File: src/rtl/dsc_pkg.sv
// dsc_pkg: constants, status codes and month tables for the date span calculator.
// Self-contained; imported by date_span_calculator.
package dsc_pkg;

   // Field widths
   localparam int unsigned DAY_W   = 5;
   localparam int unsigned MONTH_W = 4;
   localparam int unsigned YEAR_W  = 14;
   localparam int unsigned DN_W    = 24;   // day number and signed differences
   localparam int unsigned DAYS_W  = 23;
   localparam int unsigned WEEKS_W = 20;

   // Highest accepted year (1..9999)
   localparam int unsigned MAX_YEAR = 9999;

   // Saturation limits of the signed outputs
   localparam logic signed [DN_W-1:0] DAYS_LIM  = DN_W'(4194303);
   localparam logic signed [DN_W-1:0] WEEKS_LIM = DN_W'(524287);

   // Multiplicative inverse of 7 modulo 2^24, used for exact division by 7
   localparam logic [DN_W-1:0] INV7 = 24'hDB6DB7;

   // Date status codes
   typedef enum logic [1:0] {
      STATUS_OK        = 2'd0,
      STATUS_BAD_DAY   = 2'd1,
      STATUS_BAD_MONTH = 2'd2
   } status_type;

   // Days in month, February given as 28 (leap day added separately)
   function automatic logic [4:0] month_len(input logic [MONTH_W-1:0] m);
      logic [4:0] len;
      case (m)
         4'd2:    len = 5'd28;
         4'd4:    len = 5'd30;
         4'd6:    len = 5'd30;
         4'd9:    len = 5'd30;
         4'd11:   len = 5'd30;
         default: len = 5'd31;
      endcase
      return len;
   endfunction

   // (153*mm - 457)/5 with January and February as months 13 and 14
   function automatic logic [8:0] month_days(input logic [MONTH_W-1:0] m);
      logic [8:0] v;
      case (m)
         4'd1:    v = 9'd306;
         4'd2:    v = 9'd337;
         4'd3:    v = 9'd0;
         4'd4:    v = 9'd31;
         4'd5:    v = 9'd61;
         4'd6:    v = 9'd92;
         4'd7:    v = 9'd122;
         4'd8:    v = 9'd153;
         4'd9:    v = 9'd184;
         4'd10:   v = 9'd214;
         4'd11:   v = 9'd245;
         4'd12:   v = 9'd275;
         default: v = 9'd0;
      endcase
      return v;
   endfunction

   // 13*(mm+1)/5 Zeller month term, same month shift
   function automatic logic [5:0] month_zeller(input logic [MONTH_W-1:0] m);
      logic [5:0] v;
      case (m)
         4'd1:    v = 6'd36;
         4'd2:    v = 6'd39;
         4'd3:    v = 6'd10;
         4'd4:    v = 6'd13;
         4'd5:    v = 6'd15;
         4'd6:    v = 6'd18;
         4'd7:    v = 6'd20;
         4'd8:    v = 6'd23;
         4'd9:    v = 6'd26;
         4'd10:   v = 6'd28;
         4'd11:   v = 6'd31;
         4'd12:   v = 6'd33;
         default: v = 6'd0;
      endcase
      return v;
   endfunction

   // Days forward to the Monday on or after a date: (9 - w) mod 7
   function automatic logic [2:0] to_monday(input logic [2:0] w);
      logic [2:0] a;
      case (w)
         3'd0:    a = 3'd2;
         3'd1:    a = 3'd1;
         3'd2:    a = 3'd0;
         3'd3:    a = 3'd6;
         3'd4:    a = 3'd5;
         3'd5:    a = 3'd4;
         3'd6:    a = 3'd3;
         default: a = 3'd0;
      endcase
      return a;
   endfunction

endpackage

File: src/rtl/date_span_calculator.sv
// date_span_calculator: validates two Gregorian dates, gives their weekdays,
// the day difference and the whole weeks between the following Mondays.
// Depends on dsc_pkg.
//
//  channel | ports   | direction | contents
//  --------+---------+-----------+----------------------------------------------
//  request | req_*   | in        | day, month, year of the first and second date
//  response| rsp_*   | out       | statuses, weekdays, days_between, weeks_between
//
// Seven register stages; a transaction enters every cycle while req_ready is high,
// and its response is valid on rsp_* from the last stage register. The multiplies
// (reciprocal divides by 100 and 7, day count by 365, exact divide of the Monday
// gap by 7) set the stage split.
// The whole pipeline advances when the output stage is empty or taken, so a
// stall freezes every stage in place. Reset clears the stage valid bits only.
module date_span_calculator (
   input  logic                clock,
   input  logic                reset,
   input  logic                req_valid,
   output logic                req_ready,
   input  logic [4:0]          req_first_day,
   input  logic [3:0]          req_first_month,
   input  logic [13:0]         req_first_year,
   input  logic [4:0]          req_second_day,
   input  logic [3:0]          req_second_month,
   input  logic [13:0]         req_second_year,
   output logic                rsp_valid,
   input  logic                rsp_ready,
   output logic [1:0]          rsp_first_status,
   output logic [1:0]          rsp_second_status,
   output logic [2:0]          rsp_first_weekday,
   output logic [2:0]          rsp_second_weekday,
   output logic signed [22:0]  rsp_days_between,
   output logic signed [19:0]  rsp_weeks_between
);
   import dsc_pkg::*;

   // Stage 1: decoded month, shifted year and centuries
   typedef struct packed {
      logic [DAY_W-1:0]   day;
      logic [MONTH_W-1:0] month;
      logic [YEAR_W-1:0]  year;
      logic [YEAR_W-1:0]  yy;      // March-based year
      logic [7:0]         cent;    // yy / 100
      logic [7:0]         ycent;   // year / 100
      logic               mon_ok;
      logic               yr_ok;
      logic [8:0]         mdays;
      logic [5:0]         mzel;
   } s1_type;

   // Stage 2: status and day number
   typedef struct packed {
      status_type         status;
      logic [DN_W-1:0]    dn;
      logic [6:0]         rem;     // yy mod 100
      logic [7:0]         cent;
      logic [DAY_W-1:0]   day;
      logic [5:0]         mzel;
   } s2_type;

   logic        adv;
   logic [6:0]  vld_ff;

   s1_type      s1_in [2];
   s1_type      s1_ff [2];
   s2_type      s2_in [2];
   s2_type      s2_ff [2];

   logic [DAY_W-1:0]   in_day   [2];
   logic [MONTH_W-1:0] in_month [2];
   logic [YEAR_W-1:0]  in_year  [2];

   // Stage 3..7 registers
   status_type             st3_ff [2];
   logic [9:0]             zsum_in [2];
   logic [9:0]             zsum_ff [2];
   logic signed [DN_W-1:0] diff3_in, diff3_ff;

   status_type             st4_ff [2];
   logic [2:0]             wd4_in [2];
   logic [2:0]             wd4_ff [2];
   logic signed [DN_W-1:0] diff4_ff;

   logic [1:0]             st5_ff [2];
   logic [2:0]             wd5_in [2];
   logic [2:0]             wd5_ff [2];
   logic signed [DN_W-1:0] gap5_in, gap5_ff;
   logic signed [DN_W-1:0] diff5_in, diff5_ff;

   logic [1:0]             st6_ff [2];
   logic [2:0]             wd6_ff [2];
   logic signed [DN_W-1:0] wk6_in, wk6_ff;
   logic signed [DN_W-1:0] days6_in, days6_ff;

   logic signed [DN_W-1:0] wk7_sat;
   logic [1:0]             st7_ff [2];
   logic [2:0]             wd7_ff [2];
   logic signed [DAYS_W-1:0]  days7_ff;
   logic signed [WEEKS_W-1:0] wk7_ff;

   // Advance all stages when the output register is free
   assign adv       = !vld_ff[6] || rsp_ready;
   assign req_ready = adv;
   assign rsp_valid = vld_ff[6];

   assign in_day[0]   = req_first_day;
   assign in_month[0] = req_first_month;
   assign in_year[0]  = req_first_year;
   assign in_day[1]   = req_second_day;
   assign in_month[1] = req_second_month;
   assign in_year[1]  = req_second_year;

   // Stage 1: shift the year, look up month terms, divide years by 100
   always_comb begin
      logic [26:0] cprod;
      logic [26:0] yprod;
      for (int i = 0; i < 2; i++) begin
         s1_in[i].day    = in_day[i];
         s1_in[i].month  = in_month[i];
         s1_in[i].year   = in_year[i];
         s1_in[i].yy     = (in_month[i] < 4'd3) ? in_year[i] - 14'd1 : in_year[i];
         cprod           = 27'(s1_in[i].yy) * 27'd5243;
         yprod           = 27'(in_year[i]) * 27'd5243;
         s1_in[i].cent   = cprod[26:19];
         s1_in[i].ycent  = yprod[26:19];
         s1_in[i].mon_ok = (in_month[i] != 4'd0) && (in_month[i] <= 4'd12);
         s1_in[i].yr_ok  = (in_year[i] != 14'd0) && (17'(in_year[i]) <= 17'(MAX_YEAR));
         s1_in[i].mdays  = month_days(in_month[i]);
         s1_in[i].mzel   = month_zeller(in_month[i]);
      end
   end

   // Stage 2: leap year, status, day number
   always_comb begin
      logic [YEAR_W-1:0] yrem;
      logic              leap;
      logic [4:0]        mlen;
      for (int i = 0; i < 2; i++) begin
         yrem = s1_ff[i].year - 14'(s1_ff[i].ycent * 7'd100);
         leap = (yrem == 14'd0) ? (s1_ff[i].ycent[1:0] == 2'd0)
                                : (s1_ff[i].year[1:0] == 2'd0);
         mlen = month_len(s1_ff[i].month) +
                5'((s1_ff[i].month == 4'd2) && leap);
         if (!s1_ff[i].mon_ok) begin
            s2_in[i].status = STATUS_BAD_MONTH;
         end else if (!s1_ff[i].yr_ok || s1_ff[i].day == 5'd0 || s1_ff[i].day > mlen) begin
            s2_in[i].status = STATUS_BAD_DAY;
         end else begin
            s2_in[i].status = STATUS_OK;
         end
         s2_in[i].dn   = DN_W'(s1_ff[i].yy * 9'd365) + DN_W'(s1_ff[i].yy >> 2)
                       - DN_W'(s1_ff[i].cent) + DN_W'(s1_ff[i].cent >> 2)
                       + DN_W'(s1_ff[i].mdays) + DN_W'(s1_ff[i].day) - DN_W'(306);
         s2_in[i].rem  = 7'(s1_ff[i].yy - 14'(s1_ff[i].cent * 7'd100));
         s2_in[i].cent = s1_ff[i].cent;
         s2_in[i].day  = s1_ff[i].day;
         s2_in[i].mzel = s1_ff[i].mzel;
      end
   end

   // Stage 3: Zeller sum offset to stay non-negative, day number difference
   always_comb begin
      for (int i = 0; i < 2; i++) begin
         zsum_in[i] = 10'(s2_ff[i].mzel) + 10'(s2_ff[i].rem >> 2)
                    + 10'(s2_ff[i].cent >> 2) + 10'(s2_ff[i].day)
                    + 10'(s2_ff[i].rem) - 10'({s2_ff[i].cent, 1'b0}) + 10'd350;
      end
      diff3_in = $signed(s2_ff[1].dn - s2_ff[0].dn);
   end

   // Stage 4: Zeller sum mod 7 by reciprocal multiply
   always_comb begin
      logic [23:0] qprod;
      for (int i = 0; i < 2; i++) begin
         qprod     = 24'(zsum_ff[i]) * 24'd9363;
         wd4_in[i] = 3'(zsum_ff[i] - 10'(qprod[23:16] * 4'd7));
      end
   end

   // Stage 5: mask invalid dates, Monday-to-Monday gap
   always_comb begin
      logic both_ok;
      both_ok = (st4_ff[0] == STATUS_OK) && (st4_ff[1] == STATUS_OK);
      for (int i = 0; i < 2; i++) begin
         wd5_in[i] = (st4_ff[i] == STATUS_OK) ? wd4_ff[i] : 3'd0;
      end
      gap5_in  = both_ok ? diff4_ff + DN_W'(to_monday(wd4_ff[1]))
                                    - DN_W'(to_monday(wd4_ff[0]))
                         : '0;
      diff5_in = both_ok ? diff4_ff : '0;
   end

   // Stage 6: exact divide of the gap by 7, saturate the day difference
   always_comb begin
      wk6_in = $signed(DN_W'(gap5_ff * INV7));
      if (diff5_ff > DAYS_LIM) begin
         days6_in = DAYS_LIM;
      end else if (diff5_ff < -DAYS_LIM) begin
         days6_in = -DAYS_LIM;
      end else begin
         days6_in = diff5_ff;
      end
   end

   // Stage 7 input: saturate the week count
   always_comb begin
      if (wk6_ff > WEEKS_LIM) begin
         wk7_sat = WEEKS_LIM;
      end else if (wk6_ff < -WEEKS_LIM) begin
         wk7_sat = -WEEKS_LIM;
      end else begin
         wk7_sat = wk6_ff;
      end
   end

   // Valid bits travel with the data
   always_ff @(posedge clock) begin
      if (reset) begin
         vld_ff <= '0;
      end else if (adv) begin
         vld_ff <= {vld_ff[5:0], req_valid};
      end
   end

   // Payload registers, held while stalled
   always_ff @(posedge clock) begin
      if (adv) begin
         for (int i = 0; i < 2; i++) begin
            s1_ff[i]   <= s1_in[i];
            s2_ff[i]   <= s2_in[i];
            st3_ff[i]  <= s2_ff[i].status;
            zsum_ff[i] <= zsum_in[i];
            st4_ff[i]  <= st3_ff[i];
            wd4_ff[i]  <= wd4_in[i];
            st5_ff[i]  <= st4_ff[i];
            wd5_ff[i]  <= wd5_in[i];
            st6_ff[i]  <= st5_ff[i];
            wd6_ff[i]  <= wd5_ff[i];
            st7_ff[i]  <= st6_ff[i];
            wd7_ff[i]  <= wd6_ff[i];
         end
         diff3_ff <= diff3_in;
         diff4_ff <= diff3_ff;
         gap5_ff  <= gap5_in;
         diff5_ff <= diff5_in;
         wk6_ff   <= wk6_in;
         days6_ff <= days6_in;
         days7_ff <= DAYS_W'(days6_ff);
         wk7_ff   <= WEEKS_W'(wk7_sat);
      end
   end

   assign rsp_first_status   = st7_ff[0];
   assign rsp_second_status  = st7_ff[1];
   assign rsp_first_weekday  = wd7_ff[0];
   assign rsp_second_weekday = wd7_ff[1];
   assign rsp_days_between   = days7_ff;
   assign rsp_weeks_between  = wk7_ff;

endmodule
File: config.mk
export PLATFORM = sky130hd
export DESIGN_NAME = date_span_calculator
export DESIGN_NICKNAME = d
export VERILOG_FILES = /design/src/rtl/dsc_pkg.sv /design/src/rtl/date_span_calculator.sv
export SDC_FILE = /design/constraint.sdc
export NUM_CORES = 2
export LEC_CHECK = 0
export BUFFER_PORTS_ARGS = -buffer_cell sky130_fd_sc_hd__buf_2
export CORE_MARGIN = 10
export CORE_UTILIZATION = 38
export DETAILED_ROUTE_END_ITERATION = 10
export PLACE_DENSITY = 0.6
export SYNTH_ARGS = -nofsm -noshare
export SYNTH_HDL_FRONTEND = slang
export SYNTH_SLANG_ARGS = --single-unit
File: constraint.sdc
create_clock -name clock -period 27.3 [get_ports clock]
set_clock_uncertainty 0.1 [all_clocks]
set_input_delay 0 -clock clock [delete_from_list [all_inputs] [get_ports clock]]
set_output_delay 0 -clock clock [all_outputs]
set_load 0.005 [all_outputs]
==> metrics.md <==
| Metric | Value |
|---|---|
| Status | finished, final reports clean |
| Synth Register Bits | 497 |
| Post-CTS sizing | 0 |
| Post-Synthesis Mean Instance Area | 11.2 um2 |
| Die width | 399 um |
| Hold crit path type | in2reg |
| Post-synth EDFFs | 490 |
| ANT nets after route | 0 |
| Final net count | 6872 |
| Synth warn | 0 |
| DRT Pass-1 Iters | 7 |
| CP Max Fanout | 10 |
| Remaining Overflow, GRT | 0 |
| Crit Path Class | in2reg |
| Fmax | 142 MHz |
| CTS Buf Count | 60 |
| Drt wl/cell | 15.6 um |
| Layout cell share with drive strength beyond 1 | 0.0450 |
| Biggest cell delay along the critical path | 790 ps |
| Fin crit period | 7030 ps |
| Setup violations, final | 0 |
| Delay-heaviest family, CP | adder cells |
| Max-slew headroom at the worst pin | 0.199 |
| Largest net degree at the start of global routing | 179 |
| Clock transition at the registers of the reported paths | 60 ps |
| # clock sinks | 497 |
| Most common cell after layout, fill and taps aside | inv_1 |
| GP Congestion | 0.876 |
| Number of global-route vias before repair | 35200 |
| Max-cap violations | 0 |
| Starting Density | 0.384 |
| Post-CTS setup buffers | 0 |
| WP data arrival | 7340 ps |
| Vias | 32900 |
| Synthesized area | 0.0546 mm2 |
| Async set or reset register ratio after synthesis | 0 |
| RSZ-0062 raised after global routing | false |
| Worst Setup Start Kind | primary input |
| CTS tree | done |
| Final-report hold violation count | 0 |
| Sequential area share after synthesis | 0.272 |
| Die area | 0.159 mm2 |
| IO Port Bufs | 104 |
| Core footprint | 0.142 mm2 |
| Worst path required time | 27610 ps |
| Syn_nets | 6648 |
| Critical Path End Type | register |
| Vias per cell | 4.67 |
| Critical-path top delay cell | xnor2_1 |
| Inserted Diodes | 0 |
| Number of fill cells in the layout | 13400 |
| CTS Buffer Depth | 3 |
| First-pass GRT wire length | 182000 um |
| Worst Tran Pin Value | 1190 ps |
| Drt initial violations | 1475 |
| GRT Total Usage | 0.141 |
| Clk root buf | clkbuf_16 |
| Worst path bufs/invs | 8 |
| Yosys cell types | 70 |
| # rows | 138 |
| Max Slew Vio Count | 0 |
| Layout Area Growth over Synthesis | 10.3% |
| Setup_tns | 0 ps |
| H-tree levels | 2 |
| Die height | 399 um |
| Dpl hpwl | 91900 um |
| Synthesized netlist cell count | 4880 |
| # hold bufs at CTS | 68 |
| Main synth FF type | edfxtp_1 |
| Worst-skew pair later-pin latency | 690 ps |
| Drt total wl | 110000 um |
| Most frequent cells in the layout | 1322 x inv_1, 1074 x ha_1, 644 x fa_1 |
| Initial antenna violation count | 0 |
| Most used cell, CP | inv_1 |
| # IOs | 105 |
| Final Cycle Share | 0.257 |
| DRC viols | 0 |
## sequential cells by signal, indices dropped and copies added (netlist names)
| name | cells |
|---|---|
| days6_ff | 23 |
| diff3_ff | 24 |
| diff4_ff | 24 |
| diff5_ff | 24 |
| gap5_ff | 24 |
| rsp_days_between | 23 |
| rsp_weeks_between | 20 |
| s1_ff | 136 |
| s2_ff | 104 |
| st3_ff | 4 |
| st4_ff | 4 |
| st5_ff | 4 |
| st6_ff | 4 |
| st7_ff | 4 |
| vld_ff | 7 |
| wd4_ff | 6 |
| wd5_ff | 6 |
| wd6_ff | 6 |
| wd7_ff | 6 |
| wk6_ff | 24 |
| zsum_ff | 20 |
## metrics by stage
step           setup WS, ps  cell area [um2]   util  hold WS, ps  std cells
4_1_cts               20240            60200  0.424         1.54       7042
3_5_place_dp          20060            57500  0.404         78.5       6864
3_3_place_gp          20210            57500  0.404         76.0       6864
5_1_grt               19680            60200  0.424         66.0       7042
2_1_floorplan         16250            54600      -        -30.9       4880
6_report              20270            60200  0.424         63.4       7042
## cell families (layout without fill, tap and decap cells)
| logic type | count (synthesis) | count (layout) | share of synthesized area |
|---|---|---|---|
| adder cells (fa/ha/maj) | 1718 | 1718 | 0.483 |
| buffers and inverters | 1344 | 1616 | 0.0924 |
| AND/OR/NAND/NOR | 542 | 542 | 0.0480 |
| AO/OA/AOI/OAI | 521 | 521 | 0.0629 |
| flip-flops | 497 | 497 | 0.272 |
| XOR/XNOR | 246 | 246 | 0.0395 |
| multiplexers | 12 | 12 | 0.00245 |
## per-layer routing
layer | global-route usage | routed length (um) | vias up | part of all wire
li1 | - | - | 16300 | -
met1 | 0.182 | 49400 | 16100 | 0.45
met2 | 0.248 | 54600 | 370 | 0.50
met3 | 0.0169 | 3040 | 118 | 0.028
met4 | 0.0346 | 2510 | 0 | 0.023
met5 | 0 | 0 | - | 0
## worst paths after layout
| kind | end | startpoint | depth (start not counted) | slack [ps] |
|---|---|---|---|---|
| max reg2reg | wd4_ff[0][5]$_DFFE_PP_ | zsum_ff[0][17]$_DFFE_PP_ | 20 | 20880 |
| max | s1_ff[0][32]$_DFFE_PP_ | req_first_month[1] | 28 | 20270 |
| min reg2reg | st4_ff[0][2]$_DFFE_PP_ | st3_ff[0][2]$_DFFE_PP_ | 0 | 310 |
| min | s1_ff[0][47]$_DFFE_PP_ | req_first_year[0] | 2 | 60 |
## cells in the mapped netlist, types with 6 or more instances
master | n | share of area
and2_1 | 19 | 0.0022
nand3_1 | 39 | 0.0036
inv_1 | 1323 | 0.091
a211oi_1 | 18 | 0.0025
a2111oi_0 | 6 | 0.00096
mux2i_1 | 10 | 0.0018
or3_1 | 16 | 0.0018
ha_1 | 1074 | 0.25
a31oi_1 | 19 | 0.0022
nand4_1 | 14 | 0.0016
a41oi_1 | 6 | 0.00096
o22ai_1 | 9 | 0.0010
o31ai_1 | 10 | 0.0014
nor2b_1 | 28 | 0.0032
xor2_1 | 52 | 0.0083
edfxtp_1 | 490 | 0.27
or2_2 | 6 | 0.00069
o41ai_1 | 8 | 0.0013
a21oi_1 | 131 | 0.012
nand2b_1 | 30 | 0.0034
o21ai_0 | 95 | 0.0087
xnor2_1 | 194 | 0.031
and3_1 | 17 | 0.0019
dfxtp_1 | 7 | 0.0026
nor3_1 | 55 | 0.0050
clkbuf_1 | 20 | 0.0014
a21o_1 | 63 | 0.0087
o21ai_1 | 8 | 0.00073
o21a_1 | 63 | 0.0087
o211ai_1 | 7 | 0.00096
fa_1 | 644 | 0.24
o21bai_1 | 27 | 0.0037
nor4_1 | 19 | 0.0022
nand2_1 | 104 | 0.0072
nor2_1 | 173 | 0.012
## layout make-up
cell class	count	area (um2)	area share
Clock buffer	66	1550	0.0257
Clock inverter	44	478	0.00794
Inverter	1323	4970	0.0826
Multi-Input combinational cell	3039	34700	0.576
Sequential cell	497	14900	0.247
Tap cell	1890	2360	0.0393
Timing Repair Buffer	183	1300	0.0215
Power is left out: the tool's default activity adds up to more than one toggle a clock period on the data nets, which glitch-free logic cannot reach.
